`src/mcg_pkg.sv`:
```
// ----------------------------------------------------------------------------
// mcg_pkg
// shared types, constants and calendar tables for the month grid generator
// ----------------------------------------------------------------------------
package mcg_pkg;

  localparam int YEAR_W  = 14;
  localparam int MONTH_W = 4;
  localparam int DAY_W   = 5;
  localparam int LEAD_W  = 3;

  localparam logic [YEAR_W-1:0]  YEAR_MIN  = 14'd1;
  localparam logic [YEAR_W-1:0]  YEAR_MAX  = 14'd9999;
  localparam logic [MONTH_W-1:0] MONTH_JAN = 4'd1;
  localparam logic [MONTH_W-1:0] MONTH_FEB = 4'd2;
  localparam logic [MONTH_W-1:0] MONTH_MAR = 4'd3;
  localparam logic [MONTH_W-1:0] MONTH_DEC = 4'd12;

  // reciprocal constants: floor(x * R >> S) == floor(x / D) over the used range
  localparam int RECIP100 = 5243;
  localparam int SHIFT100 = 19;
  localparam int RECIP7   = 9363;
  localparam int SHIFT7   = 16;

  // per-request parameters handed from the setup pipeline to the cell emitter
  typedef struct packed {
    logic               bad;
    logic [LEAD_W-1:0]  lead;
    logic [DAY_W-1:0]   plen;
    logic [DAY_W-1:0]   len;
    logic [YEAR_W-1:0]  py;
    logic [MONTH_W-1:0] pm;
    logic [YEAR_W-1:0]  year;
    logic [MONTH_W-1:0] month;
    logic [YEAR_W-1:0]  ny;
    logic [MONTH_W-1:0] nm;
  } req_params_t;

  // days in month, february from the leap flag
  function automatic logic [DAY_W-1:0] month_days(input logic [MONTH_W-1:0] m,
                                                   input logic leap);
    logic [DAY_W-1:0] d;
    case (m)
      4'd1, 4'd3, 4'd5, 4'd7, 4'd8, 4'd10, 4'd12: d = 5'd31;
      4'd4, 4'd6, 4'd9, 4'd11: d = 5'd30;
      4'd2: d = leap ? 5'd29 : 5'd28;
      default: d = 5'd0;
    endcase
    return d;
  endfunction

  // weekday offset of the 1st for each month
  function automatic logic [2:0] wd_offset(input logic [MONTH_W-1:0] m);
    logic [2:0] o;
    case (m)
      4'd1:  o = 3'd0;
      4'd2:  o = 3'd3;
      4'd3:  o = 3'd2;
      4'd4:  o = 3'd5;
      4'd5:  o = 3'd0;
      4'd6:  o = 3'd3;
      4'd7:  o = 3'd5;
      4'd8:  o = 3'd1;
      4'd9:  o = 3'd4;
      4'd10: o = 3'd6;
      4'd11: o = 3'd2;
      4'd12: o = 3'd4;
      default: o = 3'd0;
    endcase
    return o;
  endfunction

endpackage

```
`src/mcg_setup.sv`:
```
// ----------------------------------------------------------------------------
// mcg_setup
// four-stage pipeline that turns a year and month into grid parameters
// ----------------------------------------------------------------------------
module mcg_setup import mcg_pkg::*; (
  input  logic               clk,
  input  logic               rst,
  input  logic               req_valid,
  output logic               req_ready,
  input  logic [YEAR_W-1:0]  req_year,
  input  logic [MONTH_W-1:0] req_month,
  output logic               prm_valid,
  input  logic               prm_ready,
  output req_params_t        prm
);

  // stage 1: captured request
  logic               v1;
  logic [YEAR_W-1:0]  year1;
  logic [MONTH_W-1:0] month1;
  logic               bad1;
  logic [YEAR_W-1:0]  yy1;

  // stage 2: quotients
  logic               v2;
  logic [YEAR_W-1:0]  year2;
  logic [MONTH_W-1:0] month2;
  logic               bad2;
  logic [YEAR_W-1:0]  yy2;
  logic [7:0]         q100_2;
  logic [5:0]         q400_2;
  logic [7:0]         yq100_2;
  logic [5:0]         yq400_2;

  // stage 3: weekday sum and leap flag
  logic               v3;
  logic [YEAR_W-1:0]  year3;
  logic [MONTH_W-1:0] month3;
  logic               bad3;
  logic [14:0]        sum3;
  logic               leap3;

  // stage 4: mod-7 quotient
  logic               v4;
  logic [YEAR_W-1:0]  year4;
  logic [MONTH_W-1:0] month4;
  logic               bad4;
  logic [14:0]        sum4;
  logic [12:0]        q7_4;
  logic               leap4;

  logic rdy2, rdy3, rdy4;

  assign rdy4      = !v4 || prm_ready;
  assign rdy3      = !v3 || rdy4;
  assign rdy2      = !v2 || rdy3;
  assign req_ready = !v1 || rdy2;

  logic [26:0] p100, p400, py100, py400;
  logic [14:0] chk100, chk400;
  logic [14:0] sum_next;
  logic [28:0] p7;

  assign p100  = 27'(yy1) * 27'(RECIP100);
  assign p400  = 27'(yy1[YEAR_W-1:2]) * 27'(RECIP100);
  assign py100 = 27'(year1) * 27'(RECIP100);
  assign py400 = 27'(year1[YEAR_W-1:2]) * 27'(RECIP100);

  assign chk100 = 15'(yq100_2) * 15'd100;
  assign chk400 = 15'(yq400_2) * 15'd400;

  assign sum_next = 15'(yy2) + 15'(yy2[YEAR_W-1:2]) - 15'(q100_2) + 15'(q400_2)
                  + 15'(wd_offset(month2)) + 15'd1;

  assign p7 = 29'(sum3) * 29'(RECIP7);

  always_ff @(posedge clk) begin
    if (rst) begin
      v1 <= 1'b0;
      v2 <= 1'b0;
      v3 <= 1'b0;
      v4 <= 1'b0;
    end else begin
      if (req_ready) v1 <= req_valid;
      if (rdy2)      v2 <= v1;
      if (rdy3)      v3 <= v2;
      if (rdy4)      v4 <= v3;
    end
  end

  always_ff @(posedge clk) begin
    if (req_valid && req_ready) begin
      year1  <= req_year;
      month1 <= req_month;
      bad1   <= (req_year < YEAR_MIN) || (req_year > YEAR_MAX) ||
                (req_month < MONTH_JAN) || (req_month > MONTH_DEC);
      yy1    <= (req_month < MONTH_MAR) ? req_year - YEAR_MIN : req_year;
    end
    if (rdy2) begin
      year2   <= year1;
      month2  <= month1;
      bad2    <= bad1;
      yy2     <= yy1;
      q100_2  <= p100[SHIFT100 +: 8];
      q400_2  <= p400[SHIFT100 +: 6];
      yq100_2 <= py100[SHIFT100 +: 8];
      yq400_2 <= py400[SHIFT100 +: 6];
    end
    if (rdy3) begin
      year3  <= year2;
      month3 <= month2;
      bad3   <= bad2;
      sum3   <= sum_next;
      leap3  <= (year2[1:0] == 2'b00) &&
                ((chk100 != 15'(year2)) || (chk400 == 15'(year2)));
    end
    if (rdy4) begin
      year4  <= year3;
      month4 <= month3;
      bad4   <= bad3;
      sum4   <= sum3;
      q7_4   <= p7[SHIFT7 +: 13];
      leap4  <= leap3;
    end
  end

  // remainder mod 7 and neighbor months
  logic [14:0] rem7;
  assign rem7 = sum4 - ((15'(q7_4) << 3) - 15'(q7_4));

  always_comb begin
    prm.bad   = bad4;
    prm.lead  = rem7[LEAD_W-1:0];
    prm.year  = year4;
    prm.month = month4;
    if (month4 == MONTH_JAN) begin
      prm.pm = MONTH_DEC;
      prm.py = year4 - YEAR_MIN;
    end else begin
      prm.pm = month4 - 4'd1;
      prm.py = year4;
    end
    if (month4 == MONTH_DEC) begin
      prm.nm = MONTH_JAN;
      prm.ny = year4 + YEAR_MIN;
    end else begin
      prm.nm = month4 + 4'd1;
      prm.ny = year4;
    end
    prm.len  = month_days(month4, leap4 && (month4 == MONTH_FEB));
    prm.plen = month_days(prm.pm, leap4 && (month4 == MONTH_MAR));
  end

  assign prm_valid = v4;

endmodule

```
`src/mcg_cells.sv`:
```
// ----------------------------------------------------------------------------
// mcg_cells
// cell counter and output register, one grid cell per cycle while cell_ready does not stall
// ----------------------------------------------------------------------------
module mcg_cells import mcg_pkg::*; #(
  parameter int GRID_CELLS = 42
) (
  input  logic               clk,
  input  logic               rst,
  input  logic               prm_valid,
  output logic               prm_ready,
  input  req_params_t        prm,
  output logic               cell_valid,
  input  logic               cell_ready,
  output logic [YEAR_W-1:0]  cell_year,
  output logic [MONTH_W-1:0] cell_month,
  output logic [DAY_W-1:0]   cell_day,
  output logic               cell_this_month,
  output logic               date_ok,
  output logic               bad_request,
  output logic               last_cell
);

  localparam int KW = $clog2(GRID_CELLS);
  localparam int CW = KW + 2;
  localparam logic [KW-1:0] K_LAST = KW'(GRID_CELLS - 1);

  logic              busy;
  logic [KW-1:0]     k;
  req_params_t       p;

  logic              step, last_now;
  logic [CW-1:0]     kc, lead_c, mid_end;
  logic [YEAR_W-1:0] y_c;
  logic [MONTH_W-1:0] m_c;
  logic [CW-1:0]     d_c;
  logic              inm_c;

  assign step      = busy && (!cell_valid || cell_ready);
  assign last_now  = p.bad || (k == K_LAST);
  assign prm_ready = !busy || (step && last_now);

  assign kc      = CW'(k);
  assign lead_c  = CW'(p.lead);
  assign mid_end = lead_c + CW'(p.len);

  always_comb begin
    if (kc < lead_c) begin
      y_c   = p.py;
      m_c   = p.pm;
      d_c   = CW'(p.plen) - lead_c + kc + CW'(1);
      inm_c = 1'b0;
    end else if (kc < mid_end) begin
      y_c   = p.year;
      m_c   = p.month;
      d_c   = kc - lead_c + CW'(1);
      inm_c = 1'b1;
    end else begin
      y_c   = p.ny;
      m_c   = p.nm;
      d_c   = kc - mid_end + CW'(1);
      inm_c = 1'b0;
    end
  end

  always_ff @(posedge clk) begin
    if (rst) begin
      busy       <= 1'b0;
      k          <= '0;
      cell_valid <= 1'b0;
    end else begin
      if (step) begin
        cell_valid <= 1'b1;
      end else if (cell_ready) begin
        cell_valid <= 1'b0;
      end
      // a new request may start in the cycle the last cell goes out
      if (prm_valid && prm_ready) begin
        busy <= 1'b1;
        k    <= '0;
      end else if (step) begin
        k <= k + KW'(1);
        if (last_now) busy <= 1'b0;
      end
    end
  end

  always_ff @(posedge clk) begin
    if (prm_valid && prm_ready) p <= prm;
    if (step) begin
      if (p.bad) begin
        cell_year       <= '0;
        cell_month      <= '0;
        cell_day        <= '0;
        cell_this_month <= 1'b0;
        date_ok         <= 1'b0;
        bad_request     <= 1'b1;
        last_cell       <= 1'b1;
      end else begin
        cell_year       <= y_c;
        cell_month      <= m_c;
        cell_day        <= d_c[DAY_W-1:0];
        cell_this_month <= inm_c;
        date_ok         <= (y_c >= YEAR_MIN) && (y_c <= YEAR_MAX);
        bad_request     <= 1'b0;
        last_cell       <= last_now;
      end
    end
  end

endmodule

```
`src/month_calendar_grid_generator_unit.sv`:
```
// ----------------------------------------------------------------------------
// month_calendar_grid_generator_unit
// six-week sunday-first calendar grid for one gregorian year and month
// ----------------------------------------------------------------------------
//
//   channel | direction | handshake               | payload
//   --------+-----------+-------------------------+------------------------------
//   req     | in        | req_valid / req_ready   | req_year, req_month
//   cell    | out       | cell_valid / cell_ready | cell_year, cell_month, cell_day,
//           |           |                         | cell_this_month, date_ok,
//           |           |                         | bad_request, last_cell
//
// each request yields GRID_CELLS cells at one cell per cycle while cell_ready
// does not stall (a rejected request yields one cell); the cell counter paces
// the cells. a request passes through the setup pipeline, which overlaps the
// previous request's cells. synchronous active-high reset empties the pipeline
// and the output register. a stall on cell_ready holds the counter; the setup
// pipeline keeps filling until it backs up to req_ready.
// ----------------------------------------------------------------------------
module month_calendar_grid_generator_unit import mcg_pkg::*; #(
  parameter int GRID_CELLS = 42
) (
  input  logic               clk,
  input  logic               rst,
  input  logic               req_valid,
  output logic               req_ready,
  input  logic [YEAR_W-1:0]  req_year,
  input  logic [MONTH_W-1:0] req_month,
  output logic               cell_valid,
  input  logic               cell_ready,
  output logic [YEAR_W-1:0]  cell_year,
  output logic [MONTH_W-1:0] cell_month,
  output logic [DAY_W-1:0]   cell_day,
  output logic               cell_this_month,
  output logic               date_ok,
  output logic               bad_request,
  output logic               last_cell
);

  // grid parameters between setup and emitter
  logic        prm_valid;
  logic        prm_ready;
  req_params_t prm;

  // weekday of the 1st, leap flag and neighbor months
  mcg_setup u_setup (
    .clk       (clk),
    .rst       (rst),
    .req_valid (req_valid),
    .req_ready (req_ready),
    .req_year  (req_year),
    .req_month (req_month),
    .prm_valid (prm_valid),
    .prm_ready (prm_ready),
    .prm       (prm)
  );

  // one cell per cycle, unless cell_ready stalls, into the output register
  mcg_cells #(
    .GRID_CELLS (GRID_CELLS)
  ) u_cells (
    .clk             (clk),
    .rst             (rst),
    .prm_valid       (prm_valid),
    .prm_ready       (prm_ready),
    .prm             (prm),
    .cell_valid      (cell_valid),
    .cell_ready      (cell_ready),
    .cell_year       (cell_year),
    .cell_month      (cell_month),
    .cell_day        (cell_day),
    .cell_this_month (cell_this_month),
    .date_ok         (date_ok),
    .bad_request     (bad_request),
    .last_cell       (last_cell)
  );

  // a rejected request is a lone, empty cell
  a_bad_lone: assert property (@(posedge clk) disable iff (rst)
    cell_valid && bad_request |-> last_cell && (cell_year == '0) && !date_ok)
    else $error("rejected request cell not lone or not empty");

  // cells of the requested month always carry a valid year
  a_inm_ok: assert property (@(posedge clk) disable iff (rst)
    cell_valid && cell_this_month |-> date_ok && (cell_day != '0))
    else $error("in-month cell with invalid date");

  // the emitter never leaves a gap inside one request
  a_no_gap: assert property (@(posedge clk) disable iff (rst)
    cell_valid && cell_ready && !last_cell |=> cell_valid)
    else $error("gap inside a request's cells");

endmodule

```
`config.mk`:
```
export PLATFORM = sky130hd
export DESIGN_NAME = month_calendar_grid_generator_unit
export DESIGN_NICKNAME = d
export VERILOG_FILES = /design/src/mcg_pkg.sv /design/src/mcg_setup.sv /design/src/mcg_cells.sv /design/src/month_calendar_grid_generator_unit.sv
export SDC_FILE = /design/constraint.sdc
export NUM_CORES = 1
export LEC_CHECK = 0
export ABC_CLOCK_PERIOD_IN_PS = 5950
export BUFFER_PORTS_ARGS = -buffer_cell sky130_fd_sc_hd__buf_4
export CORE_MARGIN = 5
export CORE_UTILIZATION = 28
export DETAILED_ROUTE_END_ITERATION = 8
export HOLD_SLACK_MARGIN = 0.03
export SLEW_MARGIN = 0
export SYNTH_ARGS = -nofsm -noshare
export SYNTH_HDL_FRONTEND = slang
export SYNTH_SLANG_ARGS = --single-unit
export TNS_END_PERCENT = 1
```
`constraint.sdc`:
```
create_clock -name clk -period 5.95 [get_ports clk]
set_input_delay 0.595 -clock clk [delete_from_list [all_inputs] [get_ports clk]]
set_output_delay 0.595 -clock clk [all_outputs]
set_load 0.05 [all_outputs]
```
## After elaboration in Yosys (flattened, before gate mapping)

Memories as Yosys holds them, arrays and structs flattened. A register that Yosys moved wholly into a read port is not among the register bits.
Cells that the tools add are included.

| storage, ports and cells | value |
|---|---|
| bits in registers | 262 |
| bits in read-only memories | 48 |
| input bits | 22 |
| output and inout bits | 29 |
| logic and storage cells | 169 |
| memories | 1 |

| cells by class | value |
|---|---|
| $add $sub $neg | 21 |
| multipliers | 7 |
| $lt $le $gt $ge | 9 |
| equal/unequal tests | 27 |
| mux-type cells | 21 |
| reductions and logical operators | 36 |

Memories:

| name | words | bits a word | rd ports | clocked after memory_dff | wr ports | line | source |
|---|---|---|---|---|---|---|---|
| (no name shown) | 16 | 3 | 1 | 1 | 0 | mcg_pkg.sv:55 | `case (m)` |

Operators by type and width:

| operator | count |
|---|---|
| 14-bit by 13-bit multiplier with 27-bit output, second input constant | 2 |
| 12-bit by 13-bit multiplier with 25-bit output, second input constant | 2 |
| 14-bit two-way mux | 3 |
| 4-bit equality test, second input constant | 10 |
| 18-bit two-way mux | 2 |
| 4-bit by 3-bit equality test with 1-bit output, second input constant | 8 |
| 5-bit one-hot mux with 3 select lines | 2 |
| 14-bit by 1-bit subtractor with 14-bit output, second input constant | 2 |
| 15-bit by 14-bit multiplier with 19-bit output, second input constant | 1 |
| 4-bit by 2-bit equality test with 1-bit output, second input constant | 4 |
| 14-bit by 12-bit adder with 15-bit output | 1 |
| 15-bit by 1-bit adder with 15-bit output, second input constant | 1 |
| 15-bit by 3-bit adder with 15-bit output | 1 |
| 15-bit by 6-bit adder with 15-bit output | 1 |
| 5-bit by 1-bit adder with 5-bit output, second input constant | 3 |
| 15-bit by 14-bit equality test with 1-bit output | 1 |
| 15-bit by 14-bit != test with 1-bit output | 1 |
| 15-bit by 8-bit subtractor with 15-bit output | 1 |
| 14-bit by 1-bit adder with 14-bit output, second input constant | 1 |
| 14-bit by 1-bit >= comparator with 1-bit output, second input constant | 1 |
| 14-bit > comparator, second input constant | 1 |
| 14-bit <= comparator, second input constant | 1 |
| 14-bit by 1-bit less-than comparator with 1-bit output, second input constant | 1 |
| 7-bit OR reduction | 2 |
| 29 further kinds | 68 |

## Depth between registers and ports, before layout

| logic depth | value |
|---|---|
| depth after elaboration | 10 |
| depth in mapped cells | 20 |
| mapped depth without buffers | 20 |

## Modules after synthesis

A second synthesis with hierarchy kept.

| unflattened totals | value |
|---|---|
| cell total of the unflattened synthesis | 2428 |
| area, all modules | 26769.4 um^2 |

By module, submodules not included:

| module | times used | cells each | area each (um^2) | seq. area each (um^2) |
|---|---|---|---|---|
| mcg_setup | 1 | 2048 | 21835.9 | 4794.6 |
| mcg_cells | 1 | 380 | 4933.5 | 3012.9 |

## Worst setup path after synthesis

No wires, ideal clock.

| timing path | value |
|---|---|
| path kind | reg-to-reg |
| from | register u_setup.yy1[11] |
| to | register u_setup.q100_2[7], data pin |
| library setup time | 0.260 ns |
| data arrival time | 4.976 ns |
| data required time | 5.690 ns |
| path slack | 0.715 ns |
| cell stages (with the launch flop) | 19 |
| buffers on the path | 0 |
| clock period less this slack | 5.235 ns |
| cells stage by stage | edfxtp_1 -> fa_1 -> ha_1 -> inv_1 -> fa_1 -> inv_1 -> fa_1 -> inv_1 -> fa_1 -> inv_1 -> ha_1 -> a21o_1 -> a21o_1 -> a211oi_1 -> o21ai_0 -> o41ai_2 -> o2111a_1 -> o21bai_1 -> xnor2_1 |

| on the way | value |
|---|---|
| word-level cells in the longest chain between the ends | 1 |

RTL lines:

| element | line | source |
|---|---|---|
| start: declaration | mcg_setup.sv:22 | `logic [YEAR_W-1:0] yy1;` |
| start signal: assignment | mcg_setup.sv:97 | `yy1 <= (req_month < MONTH_MAR) ? req_year - YEAR_MIN : req_year;` |
| 14-bit by 13-bit multiplier with 27-bit output | mcg_setup.sv:64 | `assign p100 = 27'(yy1) * 27'(RECIP100);` |
| net u_setup.p100[26] | mcg_setup.sv:59 | `logic [26:0] p100, p400, py100, py400;` |
| end signal: assignment | mcg_setup.sv:104 | `q100_2 <= p100[SHIFT100 +: 8];` |
| end: declaration | mcg_setup.sv:30 | `logic [7:0] q100_2;` |

The timed path passes the listed nets, and every way through them passes these cells.
A chain may end at the register's enable or synchronous reset.

## Final worst setup path

| timing path | value |
|---|---|
| from | register u_setup.year1[11] |
| to | register u_setup.yq400_2[5], data pin |

| on the way | value |
|---|---|
| word-level cells in the longest chain between the ends | 1 |

RTL lines:

| element | line | source |
|---|---|---|
| start: declaration | mcg_setup.sv:19 | `logic [YEAR_W-1:0] year1;` |
| start signal: assignment | mcg_setup.sv:93 | `year1 <= req_year;` |
| 12-bit by 13-bit multiplier with 25-bit output | mcg_setup.sv:67 | `assign py400 = 27'(year1[YEAR_W-1:2]) * 27'(RECIP100);` |
| net u_setup.py400[24] | mcg_setup.sv:59 |  |
| end signal: assignment | mcg_setup.sv:107 | `yq400_2 <= py400[SHIFT100 +: 6];` |
| end: declaration | mcg_setup.sv:33 | `logic [5:0] yq400_2;` |

The timed path passes the listed nets, and every way through them passes these cells.

==> reports/metrics.yaml <==
clock_tree:
  cts_buffers: 30
  cts_max_level: 1
  root_buffer: "clkbuf_16"
  cts_tree: "built"
  clk_latency_ns: 0.58
  cts-hold-fix-buffers: 0
  numClockSinks: 261
  clockBufferDepth: 3
  path_clk_slew_ns: 0.06
setup_path:
  critPathLaunch: "u_setup.year1[11]"
  worst_path_most_repeated_cell: "fa_1"
  critical_path.max_stage_delay_ns: 0.70
  crit_family: "adder cells"
  end_kind: "register"
  worst_setup_path_start_kind: "register"
  worst_ep_required_time_ns: 6.29
  arrival_ns: 5.91
  crit_chain: "fa_1, xor2_1, ha_1, fa_1, fa_1, inv_1, fa_1, inv_1, ha_1, nor4_2, o211ai_1, nor4_1, o31ai_1, a41oi_1, o21bai_1, a31oi_1, xnor2_1"
  r2r_start: "u_setup.year1[11]"
  crit_slowest_cell: "fa_1"
  critPathKind: "reg -> reg"
  critPathMaxFanout: 7
  path_buf_inv: 2
worst_hold_path:
  hold_class: "in -> reg"
  min_from: "req_year[0]"
global_routing:
  grt_pass1_wl_um: 88300
  grt_start_max_net_pins: 40
  grt_overflow: 0
  grt_usage_pct: 10.9
  antenna_found_initial: 10
  grt_pass1_vias: 16900
floorplanning:
  die_x_um: 316
  start_util_pct: 28.1
  die_height_um: 316
  core_area_um2: 93000
  row_count: 112
  io_pins: 51
  die_area_um2: 99700
yosys:
  syn-num-nets: 3159
  synth_edf_count: 246
  ys_types: 65
  async_flop_share_pct: 0
  yosysSeqAreaShare_pct: 29.4
  synth_top_area_cell: "edfxtp_1"
  synth_area_per_cell_um2: 11.1
  synth_warnings: 0
  synth_seq_cells: 261
  syn_inst: 2367
  synthTopCellsByArea: "edfxtp_1 28%, ha_1 24%, fa_1 20%, inv_1 8.7%, xnor2_1 2.8%"
  yosys_most_used_dff: "edfxtp_1"
  syn_area_um2: 26200
  synthDominantCellAreaShare_pct: 28.2
sta:
  worst_slew_pin_slew_ns: 1.03
  setup_viol: 0
  fin_crit_ns: 5.57
  finalClockSkew_ns: 0.00904
  rsz0062_at_grt: "false"
  hold_viol_final: 0
  drv_slew: 0
  finalSetupTns_ns: 0
  relSlewSlack_pct: 31.2
  layout_setup_ws_ns: 0.378
  period_share_pct: 93.6
  fmax_mhz: 179
route:
  finalWirelength_um: 52600
  wl_per_cell_um: 14.0
  drtPass1Iterations: 5
  num_vias: 15800
  drcViolationCount: 0
  antenna_left: 0
  vias_per_cell: 4.22
  drtIter0Drc: 679
flow_run:
  max-cap-violations: 0
status:
  status: "complete, no violations"
cells_and_area:
  drive_gt1_share_pct: 6.23
  synthToLayoutAreaGrowth_pct: 12.1
  nets: 3256
  finish.utilization_pct: 31.5
  fillers: 9556
place:
  hpwl_um: 44700
  dpl_worst_slack_ns: 0.226
  io_buffers: 50
  place.gp.congestion: 0.834
-- worst reg2reg max path: stages, from the launching register on --
cell and delay (ns):
edfxtp_1 0.55, fa_1 0.71, xor2_1 0.18, ha_1 0.27, fa_1 0.51, fa_1 0.54
inv_1 0.06, fa_1 0.52, inv_1 0.04, ha_1 0.20, nor4_2 0.34, o211ai_1 0.16
nor4_1 0.18, o31ai_1 0.20, a41oi_1 0.36, o21bai_1 0.20, a31oi_1 0.23, xnor2_1 0.08
-- per-layer routing --
| metal | wire length (um) | GRT usage, % | part of all wire [%] |
|---|---|---|---|
| met3 | 2560 | 2.25 | 4.9 |
| met5 | 45 | 0 | 0.086 |
| met1 | 24700 | 14.8 | 47 |
| met2 | 24500 | 18.3 | 47 |
| met4 | 830 | 1.83 | 1.6 |
-- final cells by class --
type | count | area [um2] | share of cell area, %
antenna | 7 | 17.5 | 0.0597
clock buffer | 34 | 766 | 2.61
clock inverter | 20 | 209 | 0.712
inverter | 611 | 2290 | 7.81
multi-input combinational | 1470 | 16100 | 55.0
sequential | 261 | 7690 | 26.2
tap | 1254 | 1570 | 5.35
timing repair buffer | 90 | 676 | 2.30
-- Yosys cell counts (19+ instances only) --
cell,instances
a21o_1,29
a21oi_1,63
clkbuf_1,21
edfxtp_1,246
fa_1,264
ha_1,506
inv_1,610
nand2_1,62
nand3_1,32
nand4_1,23
nor2_1,87
nor3_1,25
o211ai_1,19
o21ai_0,40
xnor2_1,84
xor2_1,59
-- state kept, by name, indices dropped and copies added, names as in the netlist, 5 cells and up, named ones only --
register,flops
u_setup.yy2,14
u_setup.q100_2,8
u_cells.p,61
u_cells.k,6
u_setup.year1,14
u_setup.year3,14
u_cells.cell_year,14
u_setup.year2,14
u_setup.year4,14
u_setup.yy1,14
u_setup.q400_2,6
u_setup.yq100_2,8
u_setup.sum3,15
u_cells.cell_day,5
u_setup.yq400_2,6
-- cell families after synthesis --
group | share of synthesized area, %
DFF | 29.4
AOI/OAI and AO/OA | 5.83
and+or+nand+nor | 5.79
buffers and inverters | 9.12
adders and majority gates | 44.4
xor gates and xnor gates | 4.78
muxes | 0.745
-- cell usage in the layout, fill, tap and decap left out, drive strengths merged, types with 16 or more instances in the layout --
master	n
inv	613
fa	264
a21oi	64
clkbuf	34
xor2	59
a21o	29
ha	506
nand2	62
xnor2	84
mux2i	16
edfxtp	246
nor3	25
nand4	23
nand3	32
o21ai	40
buf	90
o211ai	19
nor2	88
-- through the flow --
stage | area (um2) | instances | hold WS [ns]
global placement | 28300 | 3681 | 0.400
finish | 29400 | 3747 | 0.212
detailed placement | 28300 | 3681 | 0.405
floorplan | 26200 | 2367 | 0.400
global route | 29300 | 3740 | 0.186
CTS | 29300 | 3735 | 0.176
-- worst paths after layout --
path         depth (start not counted)                  to  slack, ns
max                                 17  u_setup.yq400_2[5]       0.38
min                                  1    u_setup.year1[0]       0.21
max reg2reg                         17  u_setup.yq400_2[5]       0.38
min reg2reg                          0        u_setup.bad3       0.42
-- what timing repair did --
item | in CTS | in global routing
gates resized for setup | 0 | 1
endpoints found under the hold margin | 0 | 0
buffers inserted | 0 | 5
setup endpoints to repair | 0 | 6
Power is not shown: default switching activity piles up to over one toggle a cycle in this logic, so the estimate is an artifact.
